**src/design/rafp_pkg.sv**
```systemverilog
// Shared types and constants for the radar altimeter frame parser.
// No dependencies; used by rafp_parser and radar_altimeter_frame_parser.
package rafp_pkg;

	localparam logic [7:0] SYNC_BYTE    = 8'hFE;
	localparam logic [7:0] VERSION_BYTE = 8'h01;

	typedef enum logic [1:0] {
		ST_GOOD     = 2'd0,
		ST_CHECKSUM = 2'd1,
		ST_NO_SYNC  = 2'd2,
		ST_VERSION  = 2'd3
	} status_t;

	typedef struct packed {
		logic        valid;
		status_t     status;
		logic [15:0] altitude_cm;
		logic [7:0]  signal_to_noise;
	} result_t;

endpackage

```
**src/design/radar_altimeter_frame_parser.sv**
```systemverilog
// Top level of the radar altimeter frame parser: input register, parser, result register.
// Depends on rafp_pkg and rafp_parser.
//
// Accepts one serial byte per transaction and reports framing results: a six-byte frame
// (sync 0xFE, version 0x01, altitude low, altitude high, SNR, checksum) gives one result
// with status good or checksum mismatch, a bad version byte or a non-sync byte right after
// a frame gives an error result with zero altitude and SNR, and bytes seen while hunting
// for sync give nothing. A byte is taken every cycle while the output side keeps up; its
// result, if any, passes through the input register and then the result register, with the
// parse logic combinational between them.
module radar_altimeter_frame_parser (
	input  logic        clk,
	input  logic        arst_n,
	input  logic        in_valid,
	output logic        in_stall,
	input  logic [7:0]  rx_byte,
	output logic        out_valid,
	input  logic        out_stall,
	output logic [1:0]  status,
	output logic [15:0] altitude_cm,
	output logic [7:0]  signal_to_noise
);

	logic              valid_s1;
	logic [7:0]        rx_byte_s1;
	logic              out_valid_q;
	logic [1:0]        status_q;
	logic [15:0]       altitude_q;
	logic [7:0]        snr_q;
	logic              out_free;
	logic              advance;
	rafp_pkg::result_t res;

	// The result register can load when empty or when its transaction completes now.
	assign out_free = !out_valid_q || !out_stall;
	assign advance  = valid_s1 && out_free;
	assign in_stall = valid_s1 && !out_free;

	rafp_parser u_parser (
		.clk     (clk),
		.arst_n  (arst_n),
		.byte_en (advance),
		.rx_byte (rx_byte_s1),
		.res     (res)
	);

	always_ff @(posedge clk or negedge arst_n) begin
		if (!arst_n) begin
			valid_s1    <= 1'b0;
			out_valid_q <= 1'b0;
		end else begin
			if (!in_stall) begin
				valid_s1 <= in_valid;
			end
			if (out_free) begin
				out_valid_q <= advance && res.valid;
			end
		end
	end

	always_ff @(posedge clk) begin
		if (in_valid && !in_stall) begin
			rx_byte_s1 <= rx_byte;
		end
		if (advance && res.valid) begin
			status_q   <= res.status;
			altitude_q <= res.altitude_cm;
			snr_q      <= res.signal_to_noise;
		end
	end

	assign out_valid       = out_valid_q;
	assign status          = status_q;
	assign altitude_cm     = altitude_q;
	assign signal_to_noise = snr_q;

endmodule

```
**src/design/rafp_parser.sv**
```systemverilog
// Frame phase tracking, byte capture and checksum check for one byte per cycle while byte_en is high.
// Depends on rafp_pkg for the sync and version constants and the result type.
module rafp_parser (
	input  logic                clk,
	input  logic                arst_n,
	input  logic                byte_en,
	input  logic [7:0]          rx_byte,
	output rafp_pkg::result_t   res
);

	typedef enum logic [2:0] {
		PH_HUNT        = 3'd0,
		PH_VERSION     = 3'd1,
		PH_ALT_LO      = 3'd2,
		PH_ALT_HI      = 3'd3,
		PH_SNR         = 3'd4,
		PH_CHECKSUM    = 3'd5,
		PH_AFTER_FRAME = 3'd6
	} phase_t;

	phase_t      phase_q;
	phase_t      phase_d;
	logic [7:0]  alt_lo_q;
	logic [7:0]  alt_hi_q;
	logic [7:0]  snr_q;
	logic [7:0]  sum;

	// Version byte is fixed, so it enters the checksum as a constant.
	assign sum = rafp_pkg::VERSION_BYTE + alt_lo_q + alt_hi_q + snr_q;

	always_comb begin
		phase_d             = phase_q;
		res.valid           = 1'b0;
		res.status          = rafp_pkg::ST_GOOD;
		res.altitude_cm     = 16'd0;
		res.signal_to_noise = 8'd0;
		unique case (phase_q)
			PH_HUNT: begin
				if (rx_byte == rafp_pkg::SYNC_BYTE) begin
					phase_d = PH_VERSION;
				end
			end
			PH_AFTER_FRAME: begin
				if (rx_byte == rafp_pkg::SYNC_BYTE) begin
					phase_d = PH_VERSION;
				end else begin
					phase_d    = PH_HUNT;
					res.valid  = 1'b1;
					res.status = rafp_pkg::ST_NO_SYNC;
				end
			end
			PH_VERSION: begin
				if (rx_byte == rafp_pkg::VERSION_BYTE) begin
					phase_d = PH_ALT_LO;
				end else begin
					phase_d    = PH_HUNT;
					res.valid  = 1'b1;
					res.status = rafp_pkg::ST_VERSION;
				end
			end
			PH_ALT_LO:  phase_d = PH_ALT_HI;
			PH_ALT_HI:  phase_d = PH_SNR;
			PH_SNR:     phase_d = PH_CHECKSUM;
			PH_CHECKSUM: begin
				phase_d             = PH_AFTER_FRAME;
				res.valid           = 1'b1;
				res.status          = (sum == rx_byte) ? rafp_pkg::ST_GOOD
				                                       : rafp_pkg::ST_CHECKSUM;
				res.altitude_cm     = {alt_hi_q, alt_lo_q};
				res.signal_to_noise = snr_q;
			end
			default: phase_d = PH_HUNT;
		endcase
	end

	always_ff @(posedge clk or negedge arst_n) begin
		if (!arst_n) begin
			phase_q  <= PH_HUNT;
			alt_lo_q <= 8'd0;
			alt_hi_q <= 8'd0;
			snr_q    <= 8'd0;
		end else if (byte_en) begin
			phase_q <= phase_d;
			if (phase_q == PH_ALT_LO) begin
				alt_lo_q <= rx_byte;
			end
			if (phase_q == PH_ALT_HI) begin
				alt_hi_q <= rx_byte;
			end
			if (phase_q == PH_SNR) begin
				snr_q <= rx_byte;
			end
		end
	end

endmodule
```
**config.mk**
```make
export PLATFORM = sky130hd
export DESIGN_NAME = radar_altimeter_frame_parser
export DESIGN_NICKNAME = d
export VERILOG_FILES = /design/src/design/rafp_pkg.sv /design/src/design/radar_altimeter_frame_parser.sv /design/src/design/rafp_parser.sv
export SDC_FILE = /design/constraint.sdc
export NUM_CORES = 1
export LEC_CHECK = 0
export ABC_CLOCK_PERIOD_IN_PS = 2650
export BUFFER_PORTS_ARGS = -buffer_cell sky130_fd_sc_hd__buf_2
export CAP_MARGIN = 20
export CELL_PAD_IN_SITES_DETAIL_PLACEMENT = 1
export CELL_PAD_IN_SITES_GLOBAL_PLACEMENT = 1
export CORE_MARGIN = 1.5
export CORE_UTILIZATION = 42
export DETAILED_ROUTE_END_ITERATION = 10
export PLACE_DENSITY_LB_ADDON = 0.15
export SLEW_MARGIN = 20
export SYNTH_ARGS = -nofsm -noshare
export SYNTH_HDL_FRONTEND = slang
export SYNTH_HIERARCHICAL = 1
export SYNTH_SLANG_ARGS = --single-unit
```
**constraint.sdc**
```tcl
create_clock -name clk -period 2.65 [get_ports clk]
set_input_delay 0.1325 -clock clk [delete_from_list [all_inputs] [get_ports clk]]
set_output_delay 0.1325 -clock clk [all_outputs]
set_load 0.03 [all_outputs]
```
Word level (Yosys, flattened, before mapping)
Index checks and enable logic that the tools add are counted.

storage, ports and cells
  input bits = 12
  word-level logic and storage cells = 45
  register bits = 63
  output and inout port bits = 28

cells by class
  mux-type cells = 8
  reduce and logical (&&, ||, !) cells = 14
  equal/unequal tests = 10
  add/subtract/negate cells = 3

operators with widths
  cell                 count
  $pmux 3 s7           1
  $add 8x8->8          2
  $eq 3x3->1 const B   3
  $mux 3               3
  $pmux 3 s3           1
  $add 1x8->8 const A  1
  $eq 8x1->1 const B   1
  $eq 8x8->1           1
  $eq 8x8->1 const B   1
  $reduce_and 2->1     4
  $eq 3x2->1 const B   2
  $logic_and 1x1->1    4
  $logic_not 1->1      4
  $eq 3x1->1 const B   1
  $logic_not 3->1      1
  $mux 1               2
  $mux 2               1
  $ne 2x1->1 const B   1
  $logic_or 1x1->1     1

Depth between registers and ports, before layout
  depth after elaboration = 7
  depth in mapped cells = 11
  mapped depth without buffers = 11

By module
Netlist, hierarchy kept.

modules (own cells, without submodules)
  module                        cells each  instances  area each (um^2)  seq. area each (um^2)
  rafp_parser                   182         1          1,893.1           675.6
  radar_altimeter_frame_parser  45          1          1,119.8           1,071.0

Worst setup path before layout
OpenSTA, ideal clock, no wires.

  kind = reg-to-reg
  start = reg rx_byte_s1[6]
  end = reg altitude_q[0], in the netlist altitude_cm[0] (enable)
  buffers on the path = 0
  slack = -0.122 ns
  cell stages (with the launch flop) = 8
  required time = 2.232 ns
  arrival = 2.355 ns
  period minus slack after synthesis = 2.772 ns
  library setup time = 0.418 ns
  cell sequence = edfxtp_1 > nand4_1 > nor2_1 > nor3b_1 > o21ai_0 > o21ai_0 > nand2_1 > a21oi_1

RTL lines
  element                 RTL line                            RTL
  start, declared         radar_altimeter_frame_parser.sv:25  logic [7:0] rx_byte_s1;
  start signal, assigned  radar_altimeter_frame_parser.sv:63  rx_byte_s1 <= rx_byte;
  end signal, assigned    radar_altimeter_frame_parser.sv:67  altitude_q <= res.altitude_cm;
  end, declared           radar_altimeter_frame_parser.sv:28  logic [15:0] altitude_q;

==> summary.md <==
| Metric | Value |
|---|---|
| Post-CTS Setup Repair Bufs | `0` |
| Fin area | `3692 sq um` |
| H-tree Lvls | `3` |
| Vias per cell | `5.047` |
| Hold Fails Final Rpt | `0` |
| Total Wirelength | `approximately 6200 microns` |
| Die area | `7690 sq um` |
| Crit path DAT | `2.64 ns` |
| Post-route total power | `2080 uW` |
| Area of the multi-input gates | `1255 sq um` |
| First-pass GRT wire length | `9963 microns` |
| Clk sink count | `63` |
| Post-Synth XOR/XNOR Area | `5.066%` |
| Final setup vio count | `0` |
| Int Power | `1581 uW` |
| Synthesized area | `3013 sq um` |
| Fin crit period | `2.563 ns` |
| CTS tree | `yes` |
| Worst EP required | `roughly 2.7 ns` |
| Vias in the first global route | `about 1900` |
| I/O pin cnt | `40` |
| Reg clk slew, reported paths | `0.07 ns` |
| Cell Pwr Density | `563.3 nW/um^2` |
| Cell Area, Placed | `3347 sq um` |
| Global-route usage over all layers | `17.95%` |
| Net switching power | `498.7 uW` |
| Avg WL per Cell | `16.10 microns` |
| Syn Nets | `254` |
| Mux contribution to synthesized area | `7.849%` |
| Initial Utilization | `43.86%` |
| Die H | `87.70 microns` |
| Setup crit end kind | `flip-flop` |
| Register area | `1747 sq um` |
| Adder-cell share of the synthesized area | `7.973%` |
| ANT nets after route | `0` |
| Max-slew violations | `0` |
| Hold Crit Class | `in2reg` |
| Sequential share of the synthesized area | `around 58%` |
| Chip width | `87.70 microns` |
| Fin Hold WS | `0.06466 ns` |
| Clock buffer depth | `2` |
| GR Overflow Total | `0` |
| Fmax | `390.2 MHz` |
| Worst skew pair latency | `approximately 0.34 ns` |
| Leak Pwr | `0.001720 uW` |
| Ys Warns | `6` |
| Comb pwr share | `9.0%` |
| Compound-Gate Fraction of Synth Area | `5.399%` |
| Detailed placement HPWL | `4272 microns` |
| Initial antenna violation count | `0` |
| Crit Path Category | `reg2reg` |
| Total iterations of the first detailed-routing run | `4` |
| Max IR drop VDD | `312.4 uV` |
| Syn avg cell area | `approximately 13 sq um` |
| Max Clock Skew | `roughly 0.0057 ns` |
| Synth Instances | `227` |
| Num rows | `30` |
| Netlist cell types | `38` |
| DR iter-0 viols | `63` |
| Buffers on Ports | `39` |
| Vias | `1943` |
| Sequential Power Share | `52.2%` |
| Critical path fanouts, max | `3` |
| Pin count of the biggest net entering global routing | `30` |
| Worst Tran Pin Value | `0.6755 ns` |
| Final nets | `about 310` |
| FF+latch count, synth | `63` |
| DRC errors left | `0` |
| Filler Cell Count | `about 720` |
| Core ar. | `6869 sq um` |
| Final period util | `96.70%` |
| Critical Path Source Type | `flip-flop` |
| Slew margin rel. | `between 50% and 60%` |
| TritonCTS buffer count | `9` |
| Share of layout cells above drive strength 1 | `between 30% and 40%` |
| Root Driver | `clkbuf_8` |
| Layout overhead on the synthesized area | `22.55%` |
| Diodes inserted | `0` |
| Simple-Gate Fraction of Synth Area | `13.37%` |
| Status | `complete, no violations` |
| Max Cap Viol | `0` |
| Clock power share | `about two fifths` |
| Core Util, Final | `53.75%` |
| Net Sw Frac | `23.98%` |
| Largest family of logic cells by synthesized area | `simple AND/OR/NAND/NOR gates` |
| Placer Congestion | `0.8334` |
cell usage after synthesis (all sizes together):
library cell / instances / share of area (%)
a211o: 1 / 0.29
a211oi: 2 / 0.50
a21o: 3 / 0.75
a21oi: 6 / 1.0
a221oi: 1 / 0.50
a31oi: 1 / 0.21
and2: 2 / 0.42
and3: 24 / 5.0
and3b: 2 / 0.58
and4b: 2 / 0.66
clkbuf: 10 / 1.2
dfrtp: 29 / 24
edfxtp: 34 / 34
fa: 7 / 4.7
ha: 8 / 3.3
inv: 9 / 1.1
mux2: 21 / 7.8
nand2: 12 / 1.5
nand2b: 2 / 0.42
nand3: 3 / 0.66
nand3b: 1 / 0.25
nand4: 3 / 0.62
nand4b: 1 / 0.29
nor2: 6 / 0.75
nor2b: 1 / 0.21
nor3: 1 / 0.17
nor3b: 3 / 0.75
nor4: 2 / 0.42
nor4b: 1 / 0.29
o211ai: 1 / 0.25
o21ai: 10 / 1.7
o21bai: 1 / 0.25
or3: 2 / 0.42
xnor2: 10 / 3.2
xnor3: 1 / 0.75
xor2: 4 / 1.2
per-stage QoR:
stage	setup WS, ns	instances	setup TNS, ns
floorplan	0.1567	227	0
global placement	0.03614	359	0
detailed placement	0.01756	359	0
CTS	0.01481	385	0
global route	-0.001234	385	-0.001234
finish	0.08736	385	0
path summary, 6_finish.rpt:
check / startpoint / endpoint / slack, ns / cells past startpoint
hold / removal: out_stall / out_valid / 0.06 / 3
hold reg to reg: u_parser/alt_hi_q[7] / u_parser/alt_hi_q[7] / 0.55 / 1
setup reg to reg: u_parser/alt_lo_q[3] / status[0] / 0.09 / 8
min in group asynchronous: arst_n / out_valid / 0.36 / 2
max in group asynchronous: arst_n / u_parser/alt_lo_q[7] / 1.84 / 2
setup / recovery: u_parser/alt_lo_q[3] / status[0] / 0.09 / 8
registers in the layout (all words and copies together) (netlist names):
name	cells
u_parser/alt_lo_q	8
signal_to_noise	8
rx_byte_s1	8
status	2
u_parser/phase_q	3
u_parser/snr_q	8
out_valid	1
u_parser/alt_hi_q	8
altitude_cm	16
valid_s1	1
area by class of cell:
cell class              count  share of cell area (%)
clock inverters             6                   1.660
well taps                  96                   3.253
flip-flops and latches     63                   47.31
inverters                   9                  0.9149
multi-input cells         145                   33.99
clock buffers              10                   3.456
repair buffers             56                   9.421
worst max-delay path, cell delays in order, from the launching register on:
cell and delay (ns):
dfrtp_1 0.42, fa_1 0.49, ha_1 0.33, o21ai_0 0.12
or3_4 0.39, a211o_1 0.27, a21oi_2 0.12, a21o_1 0.11
a221oi_2 0.06
power groups by stage:
| stage | registers [uW] | clock network, uW | logic [uW] |
|---|---|---|---|
| 2_1_floorplan | 1100 | 0 | 107 |
| 3_3_place_gp | 1100 | 0 | 159 |
| 3_5_place_dp | 1100 | 0 | 162 |
| 4_1_cts | 1080 | 827 | 178 |
| 5_1_grt | 1090 | 865 | 209 |
| 6_report | 1080 | 808 | 187 |
layout by cell type (no fill, tap or decap), types with 2 or more instances in the layout:
master	n
clkbuf_8	9
and3_1	24
a21oi_1	4
a21o_1	3
nor3b_1	3
inv_1	9
fa_1	6
xor2_1	4
nor2_1	6
xnor2_1	9
nand4_1	3
mux2_2	21
nand2b_1	2
buf_4	7
buf_2	39
and2_1	2
nand3_2	2
clkinv_2	3
dlygate4sd3_1	10
o21ai_0	10
and3b_1	2
edfxtp_1	34
a21oi_2	2
dfrtp_1	29
ha_1	6
and4b_1	2
nand2_1	12
layer usage:
layer	wire (microns)	part of all wire (%)	track usage (%)
met1	2974	48	24.80
met2	2833	46	26.85
met3	254	4.1	4.336
met4	136	2.2	8.369
met5	0	0	0
timing repair:
item | CTS | global route
hold buffers | 10 | 0
endpoints found under the setup margin | 1 | 1
cloned | 0 | 0
resized for setup | 1 | 9
hold endpoints to repair | 38 | 0
pin swaps | 0 | 6
cells by family after synthesis:
family | after synthesis
AND/OR/NAND/NOR | 68
buffers and inverters | 19
multiplexers | 21
adder cells (fa/ha/maj) | 15
AO/OA/AOI/OAI | 26
flip-flops | 63
XOR/XNOR | 15
No activity file was read; power rests on OpenSTA's default activity.
